===== config.mk =====
export PLATFORM = sky130hd
export DESIGN_NAME = lca_ctrl
export DESIGN_NICKNAME = d
export VERILOG_FILES = /design/src/rtl/lca_pkg.sv /design/src/rtl/lca_ctrl.sv
export SDC_FILE = /design/constraint.sdc
export NUM_CORES = 1
export LEC_CHECK = 0
export BUFFER_PORTS_ARGS = -buffer_cell sky130_fd_sc_hd__buf_2
export CORE_MARGIN = 5
export CORE_UTILIZATION = 43
export DETAILED_ROUTE_END_ITERATION = 8
export GPL_TIMING_DRIVEN = 0
export PLACE_DENSITY = 0.71
export RECOVER_POWER = 100
export SLEW_MARGIN = 20
export SYNTH_ARGS = -nofsm -noshare
export SYNTH_HDL_FRONTEND = slang
export SYNTH_SLANG_ARGS = --single-unit

===== constraint.sdc =====
create_clock -name i_clk -period 1.9 [get_ports i_clk]
set_input_delay 0.19 -clock i_clk [delete_from_list [all_inputs] [get_ports i_clk]]
set_output_delay 0.19 -clock i_clk [all_outputs]
set_load 0.05 [all_outputs]

===== src/rtl/lca_pkg.sv =====
`default_nettype none
// ----------------------------------------------------------------------------
// lca_pkg
// Shared types and constants for the toroidal life grid: item words,
// opcodes, configuration indexes and the controller/datapath link.
// ----------------------------------------------------------------------------
package lca_pkg;

    localparam int DEF_MAX_COLS = 64;
    localparam int DEF_MAX_ROWS = 64;

    localparam int CFG_W     = 7;
    localparam int CFG_IDX_W = 1;
    localparam int COORD_W   = 6;

    localparam logic [CFG_W-1:0] CFG_SIZE_RESET = 7'd64;

    localparam logic [CFG_IDX_W-1:0] CFG_COLS = 1'b0;
    localparam logic [CFG_IDX_W-1:0] CFG_ROWS = 1'b1;

    // smallest usable grid extent
    localparam int MIN_SIZE = 3;

    // rule constants
    localparam logic [3:0] CNT_BORN = 4'd3;
    localparam logic [3:0] CNT_KEEP = 4'd2;

    typedef logic [1:0] t_opcode;

    localparam t_opcode OP_WRITE = 2'd0;
    localparam t_opcode OP_READ  = 2'd1;
    localparam t_opcode OP_STEP  = 2'd2;

    typedef struct packed {
        t_opcode              opcode;
        logic [COORD_W-1:0]   col;
        logic [COORD_W-1:0]   row;
        logic                 write_value;
    } t_in_word;

    typedef struct packed {
        logic cell_value;
        logic bad_coordinate;
    } t_out_word;

    typedef enum logic [2:0] {
        RD_ITEM  = 3'd0,
        RD_LAST  = 3'd1,
        RD_ZERO  = 3'd2,
        RD_ONE   = 3'd3,
        RD_AHEAD = 3'd4
    } t_rd_sel;

    typedef struct packed {
        logic    cap_item;
        logic    clr_wr;
        logic    rd_en;
        t_rd_sel rd_sel;
        logic    load_top;
        logic    load_mid;
        logic    run;
        logic    rmw_wr;
        logic    res_cap;
        logic    out_load;
    } t_dp_cmd;

    typedef struct packed {
        t_opcode op;
        logic    bad;
        logic    last_clear;
        logic    last_run;
        logic    out_free;
    } t_dp_status;

endpackage
`default_nettype wire


===== src/rtl/lca_ctrl.sv =====
`default_nettype none
// ----------------------------------------------------------------------------
// lca_ctrl
// Sequencer for the life grid: clearing pass, cell access, generation sweep
// and hand-off to the output register.
// ----------------------------------------------------------------------------
module lca_ctrl
    import lca_pkg::*;
(
    input  wire logic       i_clk,
    input  wire logic       i_rst_n,
    input  wire logic       i_in_valid,
    output logic            o_in_stall,
    input  wire t_dp_status i_status,
    output t_dp_cmd         o_cmd
);

    typedef enum logic [7:0] {
        S_CLEAR  = 8'b0000_0001,
        S_IDLE   = 8'b0000_0010,
        S_DECODE = 8'b0000_0100,
        S_RMW    = 8'b0000_1000,
        S_ST0    = 8'b0001_0000,
        S_ST1    = 8'b0010_0000,
        S_RUN    = 8'b0100_0000,
        S_DONE   = 8'b1000_0000
    } t_state;

    t_state r_state;
    t_state n_state;

    assign o_in_stall = (r_state != S_IDLE);

    always_comb begin
        n_state = r_state;
        o_cmd   = '0;
        o_cmd.rd_sel = RD_ITEM;
        unique case (r_state)
            S_CLEAR: begin
                o_cmd.clr_wr = 1'b1;
                if (i_status.last_clear) begin
                    n_state = S_IDLE;
                end
            end
            S_IDLE: begin
                if (i_in_valid) begin
                    o_cmd.cap_item = 1'b1;
                    n_state = S_DECODE;
                end
            end
            S_DECODE: begin
                if ((i_status.op == OP_WRITE || i_status.op == OP_READ) && !i_status.bad) begin
                    o_cmd.rd_en  = 1'b1;
                    o_cmd.rd_sel = RD_ITEM;
                    n_state = S_RMW;
                end else if (i_status.op == OP_STEP) begin
                    o_cmd.rd_en  = 1'b1;
                    o_cmd.rd_sel = RD_LAST;
                    n_state = S_ST0;
                end else begin
                    n_state = S_DONE;
                end
            end
            S_RMW: begin
                if (i_status.op == OP_WRITE) begin
                    o_cmd.rmw_wr = 1'b1;
                end else begin
                    o_cmd.res_cap = 1'b1;
                end
                n_state = S_DONE;
            end
            S_ST0: begin
                o_cmd.load_top = 1'b1;
                o_cmd.rd_en    = 1'b1;
                o_cmd.rd_sel   = RD_ZERO;
                n_state = S_ST1;
            end
            S_ST1: begin
                o_cmd.load_mid = 1'b1;
                o_cmd.rd_en    = 1'b1;
                o_cmd.rd_sel   = RD_ONE;
                n_state = S_RUN;
            end
            S_RUN: begin
                o_cmd.run    = 1'b1;
                o_cmd.rd_en  = 1'b1;
                o_cmd.rd_sel = RD_AHEAD;
                if (i_status.last_run) begin
                    n_state = S_DONE;
                end
            end
            S_DONE: begin
                if (i_status.out_free) begin
                    o_cmd.out_load = 1'b1;
                    n_state = S_IDLE;
                end
            end
            default: begin
                n_state = S_CLEAR;
            end
        endcase
    end

    always_ff @(posedge i_clk) begin
        if (!i_rst_n) begin
            r_state <= S_CLEAR;
        end else begin
            r_state <= n_state;
        end
    end

endmodule
`default_nettype wire


* After elaboration in Yosys (flattened, before gate mapping)
Cells that the tools add are included.
** Operators by class
- Muxes and demuxes :: 21
- Reductions and logical operators :: 5
- Eq/ne operators :: 15
** Operators with widths (number)
- $pmux W8 S8 :: 1
- $mux W8 :: 6
- $pmux W4 S4 :: 1
- $mux W1 :: 10
- $eq A8 B1 Y1 const B :: 1
- $eq A8 B2 Y1 const B :: 1
- $eq A8 B3 Y1 const B :: 1
- $eq A8 B4 Y1 const B :: 1
- $eq A8 B5 Y1 const B :: 1
- $eq A8 B6 Y1 const B :: 1
- $eq A8 B7 Y1 const B :: 1
- $eq A8 B8 Y1 const B :: 1
- $mux W4 :: 2
- $ne A2 B2 Y1 const B :: 4
- $ne A8 B2 Y1 const B :: 1
- $reduce_and A4 Y1 :: 1
- $eq A2 B1 Y1 const B :: 1
- $eq A2 B2 Y1 const B :: 1
- $logic_not A2 Y1 :: 1
- $mux W2 :: 1
- $logic_and A1 B1 Y1 :: 1
- $logic_not A1 Y1 :: 1
- $logic_or A1 B1 Y1 :: 1
** Word-level totals
- Input bits :: 9
- Flip-flop bits (word level) :: 8
- Word-level logic and storage cells :: 42

* Logic depth before layout (Yosys ltp)
Gate-level depths: netlist of run 1.
- Depth after elaboration :: 5
- Mapped depth :: 5

* Worst setup path after synthesis of run 1
Ideal clock, no wire load.
- Path type :: register to output
- Start :: reg r_state[6]
- End :: out o_cmd[9] in the netlist's numbering
- Cell stages (with the launch flop) :: 6
- Required time :: 1710 ps
- Path buffers :: 1
- Arrival time :: 3257 ps
- Path slack :: -1547 ps
- Cells stage by stage :: dfxtp_1 buf_6 or4_4 nor4_1 nor2_1 o21ai_0
** RTL lines
- from (decl) :: line lca_ctrl.sv:29 : t_state r_state;
- from (signal assigned) :: line lca_ctrl.sv:108 : r_state <= n_state;
- to (decl) :: line lca_ctrl.sv:15 : output t_dp_cmd o_cmd

==> flow_summary.json, run 1 <==
{
  "initial_core_util": 0.461,
  "violations": "negative setup slack",
  "fin_cells": 125,
  "hold_viol_final": 0,
  "arrival_ns": 1.99,
  "grt_pass1_wl_um": 2640,
  "io_pins": 22,
  "period_minus_slack_ns": 2.18,
  "drt-pass1-iter-count": 4,
  "cts_made_buffers": 3,
  "cts_buffer_depth": 2,
  "fin_crit_sh": 1.15,
  "rr_worst_depth": 8,
  "die-area_um2": 2280,
  "detail-route-antenna-nets": 0,
  "grt_remaining_overflow": 0,
  "timing.rr.end": "r_state[0]",
  "worst-path-max-fanout": 3,
  "synth_compound_area_frac": 0.149,
  "cts_tree": "done",
  "row_count": 13,
  "clk_latency_ns": 0.25,
  "syn_nets": 84,
  "antenna_found_initial": 0,
  "p_int_uw": 630,
  "die_w_um": 47.8,
  "dp_slack_ns": -0.314,
  "synth_xor_area_frac": 0.0285,
  "synthesis.area_um2": 614,
  "hold_class": "in2reg",
  "worst_pin_slew_ns": 0.485,
  "met3_usage": 0.0113,
  "viasPerCell": 5.70,
  "peakVddDrop_uv": 1110,
  "drive_gt1_frac": 0.618,
  "syn_inst": 75,
  "grtUsageMet2": 0.311,
  "layout_setup_ws_ns": -0.284,
  "required_ns": 1.71,
  "cp-end-kind": "output port",
  "nets": 121,
  "pwr_density_cell_nw_per_um2": 1090,
  "synthArstFlopShare": 0,
  "combPwrFrac": 0.672,
  "ys_types": 36,
  "dp_hpwl_um": 1200,
  "die_h_um": 47.8,
  "h-tree-depth": 1,
  "grt-busiest-layer": "met2",
  "ys_seq_elements": 8,
  "worst-setup-path-type": "reg2out",
  "grt_usage": 0.170,
  "power_frac_seq": 0.218,
  "clkPwrFrac": 0.110,
  "wire_per_inst_um": 14.3,
  "synthTopCellsByArea": "dfxtp_1 26%, nor4_1 5.1%, nor2_1 4.3%, nor4b_1 4.3%, and4b_2 3.7%",
  "relSlewSlack": 0.676,
  "holdWs_ns": 0.130,
  "yosys.area_share.simple": 0.501,
  "area.sequential_um2": 173,
  "synthMuxAreaShare": 0.0183,
  "vias": 713,
  "switchingPower_uw": 513,
  "cp-endpoint": "o_cmd[6]",
  "cts_root_buf": "clkbuf_4",
  "grt_max_degree": 11,
  "synth_area_per_cell_um2": 8.19,
  "p_sw_frac": 0.448,
  "grt_setup_unrepaired": "yes",
  "clk_pin_slew_ns": 0.05,
  "multi_input_area_um2": 543,
  "leakage_nw": 0.438,
  "cp-start-kind": "flop",
  "synth_top_area_cell": "dfxtp_1",
  "synthFlopType": "dfxtp_1",
  "yosys.area.top_type_share": 0.261,
  "use_met1": 0.183,
  "fin_util": 0.784,
  "skew_ns": 0.00312,
  "outcome": "finished, violations left",
  "startpoint": "r_state[6]",
  "setup_violations": 7,
  "max_clock_freq_mhz": 458,
  "final.fill_count": 91,
  "slew_viol_final": 0,
  "cts.sinks": 8,
  "synth_fa_ha_area_frac": 0,
  "grt_pass1_vias": 629,
  "synth_top_family_by_area": "simple AND/OR/NAND/NOR gates",
  "drt_wl_total_um": 1790,
  "gp_congestion": 0.781,
  "yosys_warnings": 0,
  "ys_seq_area_frac": 0.261,
  "synth_edf_count": 0,
  "first_iter_violations": 11,
  "largest_reg_flops": 8,
  "drc": 0,
  "design.core.area_um2": 1330,
  "top_regs": "r_state (8)",
  "io_buffers": 21,
  "n_antenna_cell": 0,
  "regMostFlops": "r_state",
  "cap_violations": 0,
  "dp_cells": 111,
  "area_growth_pct": 70.3,
  "timing.rr.start": "r_state[6]",
  "r2r_slack_ns": -0.02
}
## power groups by stage
stage / Combinational, mW / Clock [mW] / Sequential (mW)
after detailed placement: 0.574 / 0 / 0.222
after global placement: 0.569 / 0 / 0.221
after CTS: 0.674 / 0.130 / 0.244
final: 0.768 / 0.125 / 0.249
after floorplan: 0.472 / 0 / 0.217
after global routing: 0.827 / 0.136 / 0.252
## worst max-delay path, stage by stage (launching register included)
cell and delay (ns):
dfxtp_4 0.34, or4_4 0.52, or3_4 0.37, nor3b_4 0.21, nand2b_4 0.16, buf_8 0.15
## Yosys cell counts, drive strengths merged, types with 2 or more instances
cell type  instances
nor2               7
o21ai              5
and3               3
nand2b             4
nor2b              3
nand2              5
nor3b              2
and4b              2
nor4               5
o31ai              2
dfxtp              8
nor4b              3
xnor2              2
clkbuf             3
a21oi              2
nor3               3
or3                2
## cell usage in the layout, fill, tap and decap left out, drive strengths merged
cell,synthesis,final
nand2b,4,4
or4,1,1
and3,3,3
clkbuf,3,5
nor3b,2,2
o31ai,2,2
or3b,1,1
nand4b,1,1
a21oi,2,2
dfxtp,8,8
and2b,1,1
a21o,1,1
nor3,3,3
nand2,5,5
mux2,1,1
nor2,7,7
or3,2,2
and2,1,1
buf,1,34
xnor2,2,2
a31o,1,1
nor2b,3,3
o21a,1,1
nor4,5,5
o22a,1,1
o41ai,1,1
o21ai,5,5
or2,1,1
nor4b,3,3
and4b,2,2
inv,1,1
## per-stage QoR
step,total power [mW],TNS [ns],cell area [µm²]
finish,1.14,-1.26,1050
global route,1.22,-2.09,1050
CTS,1.05,-1.24,981
floorplan,0.688,-2.19,666
detailed placement,0.796,-1.87,790
global placement,0.790,-1.49,790
## layout make-up
cell class,instances,share of cell area
well taps,15,0.0179
inverters,1,0.00359
multi-input cells,62,0.519
flip-flops and latches,8,0.165
repair buffers,34,0.264
clock buffers,3,0.0215
plain buffers,2,0.00837
## how the worst min path moves through the flow
stage,from,endpoint,slack [ns],cells past startpoint
global placement,i_status[3],r_state[3],0.38,2
detailed placement,i_status[3],r_state[3],0.39,2
global route,i_status[3],r_state[3],0.13,2
CTS,i_status[3],r_state[3],0.12,2
finish,i_status[3],r_state[3],0.13,2
floorplan,i_status[5],r_state[3],0.27,1
## what timing repair did
action                                  in CTS  in global routing
pin swaps                                    4                  5
hold buffers                                 0                  0
endpoints found under the setup margin      15                 15
setup buffers                               12                  1
gates resized for setup                     28                 20
## metal layers
| layer | vias to the layer above | routed length (µm) |
|---|---|---|
| met5 | - | 0 |
| met4 | 0 | 19 |
| met3 | 2 | 92 |
| met2 | 26 | 942 |
| met1 | 327 | 738 |
| li1 | 358 | - |
## kinds of logic after synthesis
group,after synthesis
flip-flops,8
buffers and inverters,5
AO/OA/AOI/OAI,14
XOR/XNOR,2
multiplexers,1
AND/OR/NAND/NOR,45
Power figures use the tool's default switching activity.
==> inputs of run 2 (changes only) <==
--- a/config.mk
+++ b/config.mk
@@ -11,7 +11,6 @@
 export DETAILED_ROUTE_END_ITERATION = 8
 export GPL_TIMING_DRIVEN = 0
 export PLACE_DENSITY = 0.71
-export RECOVER_POWER = 100
 export SLEW_MARGIN = 20
 export SYNTH_ARGS = -nofsm -noshare
 export SYNTH_HDL_FRONTEND = slang
==> flow_summary.json, run 2 (synthesized netlist as in run 1, its figures left out) <==
{
  "outcome": "finished, violations left",
  "violations": "negative setup slack",
  "required_ns": 1.71,
  "critPathBufInv": 1,
  "grt_remaining_overflow": 0,
  "design.core.area_um2": 1330,
  "peakVddDrop_uv": 1100,
  "largest_reg_flops": 8,
  "first_iter_violations": 7,
  "skew_ns": 0.00248,
  "die-area_um2": 2280,
  "holdWs_ns": 0.130,
  "drt_wl_total_um": 1790,
  "period_minus_slack_ns": 2.18,
  "fin_cells": 125,
  "grt_usage": 0.170,
  "antenna_found_initial": 0,
  "hold_viol_final": 0,
  "io_buffers": 21,
  "cts_root_buf": "clkbuf_4",
  "top_regs": "r_state (8)",
  "final_cell_mix": "14 x buf_4, 11 x buf_2, 5 x nor2_1, 5 x buf_6",
  "clk_pin_slew_ns": 0.05,
  "drive_gt1_frac": 0.618,
  "slowest_delay_ns": 0.52,
  "nets": 121,
  "rr_worst_depth": 8,
  "leakage_nw": 0.439,
  "h-tree-depth": 1,
  "cts_made_buffers": 3,
  "setup_violations": 7,
  "arrival_ns": 1.99,
  "die_w_um": 47.8,
  "max_clock_freq_mhz": 458,
  "post_dp_cell_area_um2": 790,
  "pwr_density_cell_nw_per_um2": 1090,
  "initial_core_util": 0.461,
  "final_area_um2": 1050,
  "n_antenna_cell": 0,
  "gp_congestion": 0.781,
  "worst-setup-path-type": "reg2out",
  "detail-route-antenna-nets": 0,
  "grt_setup_unrepaired": "yes",
  "dp_slack_ns": -0.314,
  "cpMaxStageDelayCell": "or4_4",
  "cp_num_cells": 5,
  "io_pins": 22,
  "regMostFlops": "r_state",
  "dp_cells": 111,
  "wire_per_inst_um": 14.3,
  "cts_tree": "done",
  "finalPower_mw": 1.14,
  "hold_buffers": 0,
  "worst_pin_slew_ns": 0.482,
  "row_count": 13,
  "cp-start-kind": "flop",
  "area_growth_pct": 70.3,
  "die_h_um": 47.8,
  "vias": 709,
  "hold_class": "in2reg",
  "worstPathCellList": "or4_4 -> or3_4 -> nor3b_4 -> nand2b_4 -> buf_8",
  "relSlewSlack": 0.679,
  "worst-path-max-fanout": 3,
  "layout_setup_ws_ns": -0.281,
  "critPathTopFamily": "simple AND/OR/NAND/NOR gates",
  "grt_pass1_wl_um": 2640,
  "slew_viol_final": 0,
  "clk_latency_ns": 0.25,
  "cp-end-kind": "output port",
  "grt_pass1_vias": 629,
  "fin_crit_sh": 1.15,
  "cts_buffer_depth": 2,
  "hold_path_depth": 2,
  "cap_violations": 0,
  "drt-pass1-iter-count": 4,
  "layout_commonest_cell": "buf_4",
  "viasPerCell": 5.67,
  "dp_hpwl_um": 1200,
  "cts.sinks": 8,
  "drc": 0,
  "grt_max_degree": 11
}
[run 2: cell counts in the layout (fill, tap and decap cells not counted)]
No cell type changed its count.
[run 2: final timing paths]
path | start | endpoint | slack (ns)
max | r_state[6] | o_cmd[6] | -0.28
min | i_status[3] | r_state[3] | 0.13
max reg2reg | r_state[6] | r_state[0] | -0.02
min reg2reg | r_state[5] | r_state[5] | 0.66
[run 2: stage by stage]
| stage | TNS [ns] | utilization |
|---|---|---|
| after floorplan | -2.19 | - |
| after global placement | -1.49 | 0.592 |
| after detailed placement | -1.87 | 0.592 |
| after CTS | -1.24 | 0.735 |
| after global routing | -2.01 | 0.784 |
| final | -1.25 | 0.784 |
[run 2: timing repair]
| action | in CTS | in global routing |
|---|---|---|
| pin swaps | 4 | 5 |
| endpoints found under the setup margin | 15 | 15 |
| resized for setup | 28 | 20 |
| setup buffers | 12 | 1 |
[run 2: cell type report]
class                   instances  area [µm²]
repair buffers                 34         277
well taps                      15        18.8
clock buffers                   3        22.5
multi-input cells              62         543
fillers                        91         288
inverters                       1        3.75
flip-flops and latches          8         173
plain buffers                   2        8.76
[run 2: routing by layer]
metal	vias to the layer above	GRT usage	part of all wire	wire (µm)
met4	0	0.113	0.011	19
met1	324	0.183	0.41	726
met2	27	0.311	0.52	939
li1	356	-	-	-
met5	-	0	0	0
met3	2	0.0113	0.058	104
[run 2: report_power, final]
group	switching (mW)	internal, mW	leakage [nW]
Sequential	0.0462	0.203	0.0685
Combinational	0.414	0.356	0.356
Clock	0.0526	0.0719	0.0138
[run 2: worst reg2reg max path: stages, from the launching register on]
cell and delay [ns]:
dfxtp_4 0.34, or4_4 0.52, buf_4 0.16, nor3_4 0.18
buf_4 0.17, buf_4 0.09, buf_4 0.09, o21ai_1 0.05
a31o_1 0.21
